$ cat src/hdl/wtsp_pkg.sv
package wtsp_pkg;

  // Configuration register indexes
  typedef enum logic [2:0] {
    CFG_CAM_X     = 3'd0,
    CFG_CAM_Y     = 3'd1,
    CFG_CAM_Z     = 3'd2,
    CFG_COS_YAW   = 3'd3,
    CFG_SIN_YAW   = 3'd4,
    CFG_COS_PITCH = 3'd5,
    CFG_SIN_PITCH = 3'd6
  } cfg_idx_e;

  localparam int CfgIdxW   = 3;
  localparam int CfgDataW  = 32;
  localparam int CoordW    = 32;   // Q16.16
  localparam int TrigW     = 16;   // Q2.14
  localparam int DiffW     = 33;
  localparam int RotW      = 36;   // yaw stage outputs
  localparam int DepthW    = 39;   // pitch stage outputs
  localparam int SumW      = 40;   // coordinate plus depth
  localparam int DenW      = 40;   // |2z|
  localparam int NumW      = 57;   // |num| + |z|
  localparam int DivSteps  = 32;   // quotient bits
  localparam int RoundBias = 8192;
  localparam int NearLimit = 3276;

  localparam logic signed [CoordW-1:0] CullValue = 32'sd655294464;  // 9999.0
  localparam logic signed [CoordW-1:0] HalfValue = 32'sd32768;      // 0.5
  localparam logic signed [CoordW-1:0] SatMax    = 32'sh7fffffff;
  localparam logic signed [CoordW-1:0] SatMin    = 32'sh80000000;

  typedef struct packed {
    logic signed [CoordW-1:0] cam_x;
    logic signed [CoordW-1:0] cam_y;
    logic signed [CoordW-1:0] cam_z;
    logic signed [TrigW-1:0]  cos_yaw;
    logic signed [TrigW-1:0]  sin_yaw;
    logic signed [TrigW-1:0]  cos_pitch;
    logic signed [TrigW-1:0]  sin_pitch;
  } cfg_t;

  // Classified vertex handed from front to back
  typedef struct packed {
    logic            culled;
    logic            zero_den;
    logic            x_pos;
    logic            x_neg;
    logic            y_pos;
    logic            y_neg;
    logic            neg_x;
    logic            neg_y;
    logic [DenW-1:0] ad;
    logic [NumW-1:0] ax;
    logic [NumW-1:0] ay;
  } proj_t;

endpackage

$ cat src/hdl/wtsp_fifo.sv
module wtsp_fifo import wtsp_pkg::*; #(
  parameter int Depth = 2
) (
  input  logic  clk_i,
  input  logic  rst_ni,
  input  logic  push_valid_i,
  output logic  push_ready_o,
  input  proj_t push_data_i,
  output logic  pop_valid_o,
  input  logic  pop_ready_i,
  output proj_t pop_data_o
);

  localparam int PtrW = (Depth > 1) ? $clog2(Depth) : 1;
  localparam int CntW = $clog2(Depth + 1);

  proj_t             mem_q [Depth];
  logic [PtrW-1:0]   wr_ptr_q, rd_ptr_q;
  logic [CntW-1:0]   count_q;
  logic              push, pop;

  assign push_ready_o = count_q != CntW'(Depth);
  assign pop_valid_o  = count_q != '0;
  assign push = push_valid_i && push_ready_o;
  assign pop  = pop_valid_o && pop_ready_i;
  assign pop_data_o = mem_q[rd_ptr_q];

  always_ff @(posedge clk_i or negedge rst_ni) begin
    if (!rst_ni) begin
      wr_ptr_q <= '0;
      rd_ptr_q <= '0;
      count_q  <= '0;
    end else begin
      if (push) begin
        wr_ptr_q <= (wr_ptr_q == PtrW'(Depth - 1)) ? '0 : wr_ptr_q + 1'b1;
      end
      if (pop) begin
        rd_ptr_q <= (rd_ptr_q == PtrW'(Depth - 1)) ? '0 : rd_ptr_q + 1'b1;
      end
      if (push && !pop) begin
        count_q <= count_q + 1'b1;
      end else if (pop && !push) begin
        count_q <= count_q - 1'b1;
      end
    end
  end

  always_ff @(posedge clk_i) begin
    if (push) begin
      mem_q[wr_ptr_q] <= push_data_i;
    end
  end

`ifndef SYNTHESIS
  a_count_bound: assert property (@(posedge clk_i) disable iff (!rst_ni)
    count_q <= CntW'(Depth))
    else $error("fifo count beyond depth");
  a_last_pop_empties: assert property (@(posedge clk_i) disable iff (!rst_ni)
    (pop && !push && count_q == CntW'(1)) |=> !pop_valid_o)
    else $error("fifo not empty after last pop");
  a_pass_through: assert property (@(posedge clk_i) disable iff (!rst_ni)
    (push && count_q == '0) |=> (pop_valid_o && pop_data_o == $past(push_data_i)))
    else $error("fifo lost item pushed into empty queue");
`endif

endmodule

$ cat config.mk
export PLATFORM = sky130hd
export DESIGN_NAME = wtsp_fifo
export DESIGN_NICKNAME = d
export VERILOG_FILES = /design/src/hdl/wtsp_pkg.sv /design/src/hdl/wtsp_fifo.sv
export SDC_FILE = /design/constraint.sdc
export NUM_CORES = 1
export LEC_CHECK = 0
export BUFFER_PORTS_ARGS = -buffer_cell sky130_fd_sc_hd__buf_2
export CORE_UTILIZATION = 56
export CTS_CLUSTER_DIAMETER = 200
export DETAILED_ROUTE_END_ITERATION = 10
export GPL_TIMING_DRIVEN = 0
export PLACE_DENSITY = 0.84
export SETUP_SLACK_MARGIN = 0.3
export SKIP_CTS_REPAIR_TIMING = 1
export SLEW_MARGIN = 5
export SYNTH_ARGS = -nofsm -noshare
export SYNTH_HDL_FRONTEND = slang
export SYNTH_SLANG_ARGS = --single-unit
export TNS_END_PERCENT = 50
$ cat constraint.sdc
create_clock -name clk_i -period 17.5 [get_ports clk_i]
set_input_delay 0.875 -clock clk_i [delete_from_list [all_inputs] [get_ports clk_i]]
set_output_delay 0.875 -clock clk_i [all_outputs]
set_load 0.1 [all_outputs]
==> metrics, run 1 <==
clk sinks 328; post-route antenna net violation count 0; Arrival @ worst endpoint 2.06 ns; status complete, no violations; Synth-to-Final Area Change 27.24%; area occupied by multi-input gates 2190 um^2; detailed-route via count 6268; Worst-Margin Slew 0.6872 ns; dpl cells 1134; drt pass-1 iters 4; average cell area after synthesis 23.29 um^2; Routed WL per cell 20.70 um; diode count 0; Cell Rows 53; grt ovf 0; Core Area 21150 um^2; CP max FO 10; Critical Path Start Type flip-flop; Post-Syn Nets 689; Final HPWL DP 16.61 mm; final worst slack 14.56 ns; most frequent cells in the layout 338 x buf_2, 324 x edfxtp_1, 92 x mux2_2; Non-Filler Instances 1192; YS warnings 0; Starting Density 57.47%; drt via density 5.258; Layout Utilization 73.12%; Post-Syn Instances 522; HP Class in -> async; vias in the first global route 6622; clock skew 0.02898 ns; critical path type reg -> out; flop2flop setup slack 15.39 ns; critical register-to-register path startpoint count_q[0]; Final GP Congestion 0.7336; Ports 330; total negative slack 0 ns; Slew Viols, Final 0; Longest Clk Path Bufs 3; DRC viols 0; fill cell count 1218; clk_lat worst skew 0.56 ns; Final Hold Vio Count 0; DIE HEIGHT 149.3 um; clk root buf clkbuf_16; # setup viols final 0; sequential standard cell area 9829 um^2; CTS Buf Count 31; Final min period 2.938 ns; Cell Area, Synth 12160 um^2; Total Wirelength 24.67 mm; sequential element share of the synthesized area 80.86%; Slew headroom 54.19%; Die W 149.3 um; Total GRT Usage 21.66%; Fmax achieved 340.3 MHz; Starting DRT DRC Count 229; nets 1059; full die area 22300 um^2; TritonCTS clock tree yes; share of post-route cells with drive strength above 1 62.16%; first-pass GRT wire length 35.95 mm; commonest non-fill, non-tap cell in the layout buf_2; CP endpoint kind primary output; crit path launch rd_ptr_q; Cell variety after synth 15; H-tree levels 1; largest net degree at the start of global routing 65; Req. time, crit path 16.62 ns; IO Port Bufs 329; Setup WS pre-CTS 15.02 ns; period utilization 16.79%; initial antenna violation count 1; max-cap violation count 0; synthesized flop and latch total 328; clock transition at the registers of the reported paths 0.06 ns; unrepaired setup endpoints after global routing false
==> cells by family after synthesis <==
kind of cell,Yosys count,share of synthesized area (%)
adder cells (fa/ha/maj),1,0.1029
flip-flops,328,80.86
buffers and inverters,19,1.235
multiplexers,162,17.17
XOR/XNOR,5,0.3603
AND/OR/NAND/NOR,7,0.2780
==> flip-flops by register name, summed over array words and instances (netlist names) <==
name	flops
mem_q	324
count_q	2
rd_ptr_q	1
wr_ptr_q	1
==> critical path, stage by stage (launching register included) <==
cell     delay, ns
dfrtp_1       0.34
buf_6         0.15
buf_6         0.19
buf_6         0.21
mux2_4        0.32
buf_2         0.30
==> area by class of cell <==
type,instances,share of cell area [%]
plain buffers,18,0.9464
clock buffers,42,5.541
clock inverters,16,1.642
inverters,1,0.02427
multi-input cells,175,14.16
flip-flops and latches,328,63.54
well taps,275,2.224
repair buffers,337,11.92
==> worst paths after layout <==
kind,to,cells past startpoint
worst max-delay path,pop_data_o[113],5
worst min-delay path,count_q[0],1
worst max register to register,mem_q[0][38],5
worst min register to register,count_q[1],1
max in group asynchronous,rd_ptr_q,1
min in group clk_i,mem_q[0][66],1
==> cell usage after synthesis, drive strengths merged <==
library cell	n	area share, %
edfxtp	324	80
mux2	162	17
buf	18	1.2
dfrtp	4	0.82
xnor2	3	0.22
nand2	2	0.062
nor2	2	0.062
xor2	2	0.14
and3	1	0.051
ha	1	0.10
inv	1	0.031
nand2b	1	0.051
or2	1	0.051
==> routing by layer <==
metal / part of all wire [%] / GRT usage (%) / vias to the layer above
li1: - / - / 2830
met1: 35 / 22.95 / 3088
met2: 53 / 41.14 / 311
met3: 9.2 / 6.667 / 37
met4: 1.8 / 5.765 / 2
met5: 0.041 / 0 / -
==> per-stage QoR <==
step,cell area [um^2],hold slack (ns)
6_report,15470,0.1317
5_1_grt,15470,0.1171
4_1_cts,15470,0.1120
3_5_place_dp,14360,0.5288
3_3_place_gp,14150,0.4749
2_1_floorplan,12160,0.4559
Power of run 1 is left out: the tool's default activity adds up to more than one toggle a clock period on the data nets, which glitch-free logic cannot reach.
==> run 2: changes to the inputs <==
--- a/config.mk
+++ b/config.mk
@@ -6,11 +6,11 @@
 export NUM_CORES = 1
 export LEC_CHECK = 0
 export BUFFER_PORTS_ARGS = -buffer_cell sky130_fd_sc_hd__buf_2
-export CORE_UTILIZATION = 56
+export CORE_UTILIZATION = 47
 export CTS_CLUSTER_DIAMETER = 200
 export DETAILED_ROUTE_END_ITERATION = 10
 export GPL_TIMING_DRIVEN = 0
-export PLACE_DENSITY = 0.84
+export PLACE_DENSITY = 0.76
 export SETUP_SLACK_MARGIN = 0.3
 export SKIP_CTS_REPAIR_TIMING = 1
 export SLEW_MARGIN = 5
==> constraint.sdc (replaced) <==
create_clock -name clk_i -period 2.5 [get_ports clk_i]
set_input_delay 0.125 -clock clk_i [delete_from_list [all_inputs] [get_ports clk_i]]
set_output_delay 0.125 -clock clk_i [all_outputs]
set_load 0.1 [all_outputs]
==> run 2 against run 1 <==
Compared with the run above: non-clock buffer count grew 166; register-to-register slack lost 15 ns; first-iteration DRC count grew 100%; critical path type unchanged.
==> metrics, run 2 (synthesized netlist as in run 1, its figures left out) <==
Req. time, crit path 2.38 ns (was 16.62 ns); Reg with most FFs mem_q (unchanged); HP Class in -> reg (was in -> async); CP endpoint kind primary output (unchanged); flop2flop setup slack 0.38 ns (was 15.39 ns); Slew Viols, Final 0 (unchanged); Cell Rows 58 (was 53); grt ovf 0 (unchanged); Layout Utilization 68.63% (was 73.12%); initial antenna violation count 1 (unchanged); r2r endpoint mem_q[0][93] (was mem_q[0][38]); Routed WL per cell 19.46 um (was 20.70 um); DIE HEIGHT 162.8 um (was 149.3 um); M2 GR Usage 31.20% (was 41.14%); unrepaired setup endpoints after global routing true (was false); first-pass GRT wire length 35.27 mm (was 35.95 mm); share of post-route cells with drive strength above 1 52.44% (was 62.16%); TritonCTS clock tree yes (unchanged); Arrival @ worst endpoint 2.03 ns (was 2.06 ns); Starting DRT DRC Count 467 (was 229); Largest regs mem_q (324), count_q (2) (unchanged); clk root buf clkbuf_16 (unchanged); full die area 26510 um^2 (was 22300 um^2); nets 1229 (was 1059); Total GRT Usage 17.73% (was 21.66%); busiest grt layer met2 (unchanged); Worst Hold Launch push_data_i[11]; H-tree levels 2 (was 1); clock skew 0.01360 ns (was 0.02898 ns); Longest Clk Path Bufs 3 (unchanged); CTS Buf Count 35 (was 31); max FFs per register 324 (unchanged); drt via density 4.929 (was 5.258); Worst-Margin Slew 0.6783 ns (was 0.6872 ns); Synth-to-Final Area Change 42.57% (was 27.24%); DRC viols 0 (unchanged); Total Wirelength 27.57 mm (was 24.67 mm); Non-Filler Instances 1417 (was 1192); period utilization 86.20%; cell family with most CP delay buffers and inverters (unchanged); WHS Path Cells 2; hold-critical path endpoint mem_q[0][11]; met1 Track Usage GR 19.74% (was 22.95%); most frequent cells in the layout 324 x edfxtp_1, 287 x buf_2, 166 x dlygate4sd3_1 (was 338 x buf_2, 324 x edfxtp_1, 92 x mux2_2); Final HPWL DP 16.64 mm (was 16.61 mm); CP max FO 10 (unchanged); cell with the largest stage delay on the worst path dfrtp_1 (unchanged); total negative slack 0 ns (unchanged); critical path type reg -> out (unchanged); fill cell count 1646 (was 1218); Ports 330 (unchanged); Critical Path Start Type flip-flop (unchanged); largest net degree at the start of global routing 62 (was 65); CP peak stage delay 0.34 ns (about the same); commonest non-fill, non-tap cell in the layout edfxtp_1 (was buf_2); post-route antenna net violation count 0 (unchanged); vias in the first global route 6518 (was 6622); worst hold slack 0.3491 ns (was 0.1317 ns); Final Hold Vio Count 0 (unchanged); IO Port Bufs 329 (unchanged); FF-to-FF path depth 6 (was 5); clock transition at the registers of the reported paths 0.06 ns (about the same); Fmax achieved 464.0 MHz; clk_lat worst skew 0.50 ns (was 0.56 ns); critical register-to-register path startpoint count_q[0] (unchanged); detailed-route via count 6984 (was 6268); Top cell by count, worst path buf_6 (unchanged); Core Area 25250 um^2 (was 21150 um^2); # setup viols final 0 (unchanged); status complete, no violations (unchanged); Starting Density 48.14% (was 57.47%); grt met3 use 5.628% (was 6.667%); Slew headroom 54.78% (was 54.19%); drt pass-1 iters 6 (was 4); dpl cells 1189 (was 1134); clk sinks 328 (unchanged); Final min period 2.155 ns; max-cap violation count 0 (unchanged); Final GP Congestion 0.7376 (was 0.7336); Buf+Inv Stages, Crit Path 4 (unchanged); Die W 162.8 um (was 149.3 um); CP cell instances buf_6 -> buf_8 -> buf_6 -> mux2_4 -> buf_2 (was buf_6 -> buf_6 -> buf_6 -> mux2_4 -> buf_2)
[run 2: worst max-delay path by stage]
stage / from / endpoint / slack, ns / cells past startpoint
after floorplan: count_q[0] / mem_q[0][0] / -1.17 / 3
after global placement: count_q[0] / mem_q[0][92] / -2.27 / 3
after detailed placement: count_q[0] / mem_q[0][92] / 0.34 / 6
after CTS: rd_ptr_q / pop_data_o[101] / 0.25 / 5
after global routing: count_q[0] / mem_q[0][128] / 0.26 / 6
final: rd_ptr_q / pop_data_o[116] / 0.34 / 5
[run 2: worst reg2reg max path: cells and delay by family (launching register included)]
kind | cells | cell delay, ns
buf+inv | 3 | 0.63
flops | 1 | 0.41
simple gates | 3 | 0.78
[run 2: through the flow]
| stage | instance area, um^2 | setup WS, ns |
|---|---|---|
| final | 17330 | 0.3449 |
| after floorplan | 12180 | -1.172 |
| after CTS | 15530 | 0.2469 |
| after detailed placement | 14440 | 0.3447 |
| after global routing | 17330 | 0.2567 |
| after global placement | 14240 | -2.267 |
[run 2: area by class of cell]
| cell class | instances | area, um^2 | share of cell area [%] |
|---|---|---|---|
| sequential | 328 | 9829 | 56.71 |
| timing repair buffer | 503 | 3633 | 20.96 |
| multi-input combinational | 175 | 2205 | 12.72 |
| clock buffer | 39 | 890.9 | 5.140 |
| tap | 330 | 412.9 | 2.382 |
| clock inverter | 21 | 201.4 | 1.162 |
| buffer | 18 | 150.1 | 0.8663 |
| antenna | 2 | 5.005 | 0.02888 |
| inverter | 1 | 3.754 | 0.02166 |
[run 2: per-layer routing]
layer / vias up / wire length (um) / share of wire (%)
met2: 308 / 14840 / 54
met4: 0 / 694 / 2.5
met1: 3454 / 9992 / 36
met5: - / 0 / 0
met3: 52 / 2045 / 7.4
li1: 3170 / - / -
Power of run 2 is left out for the same reason.
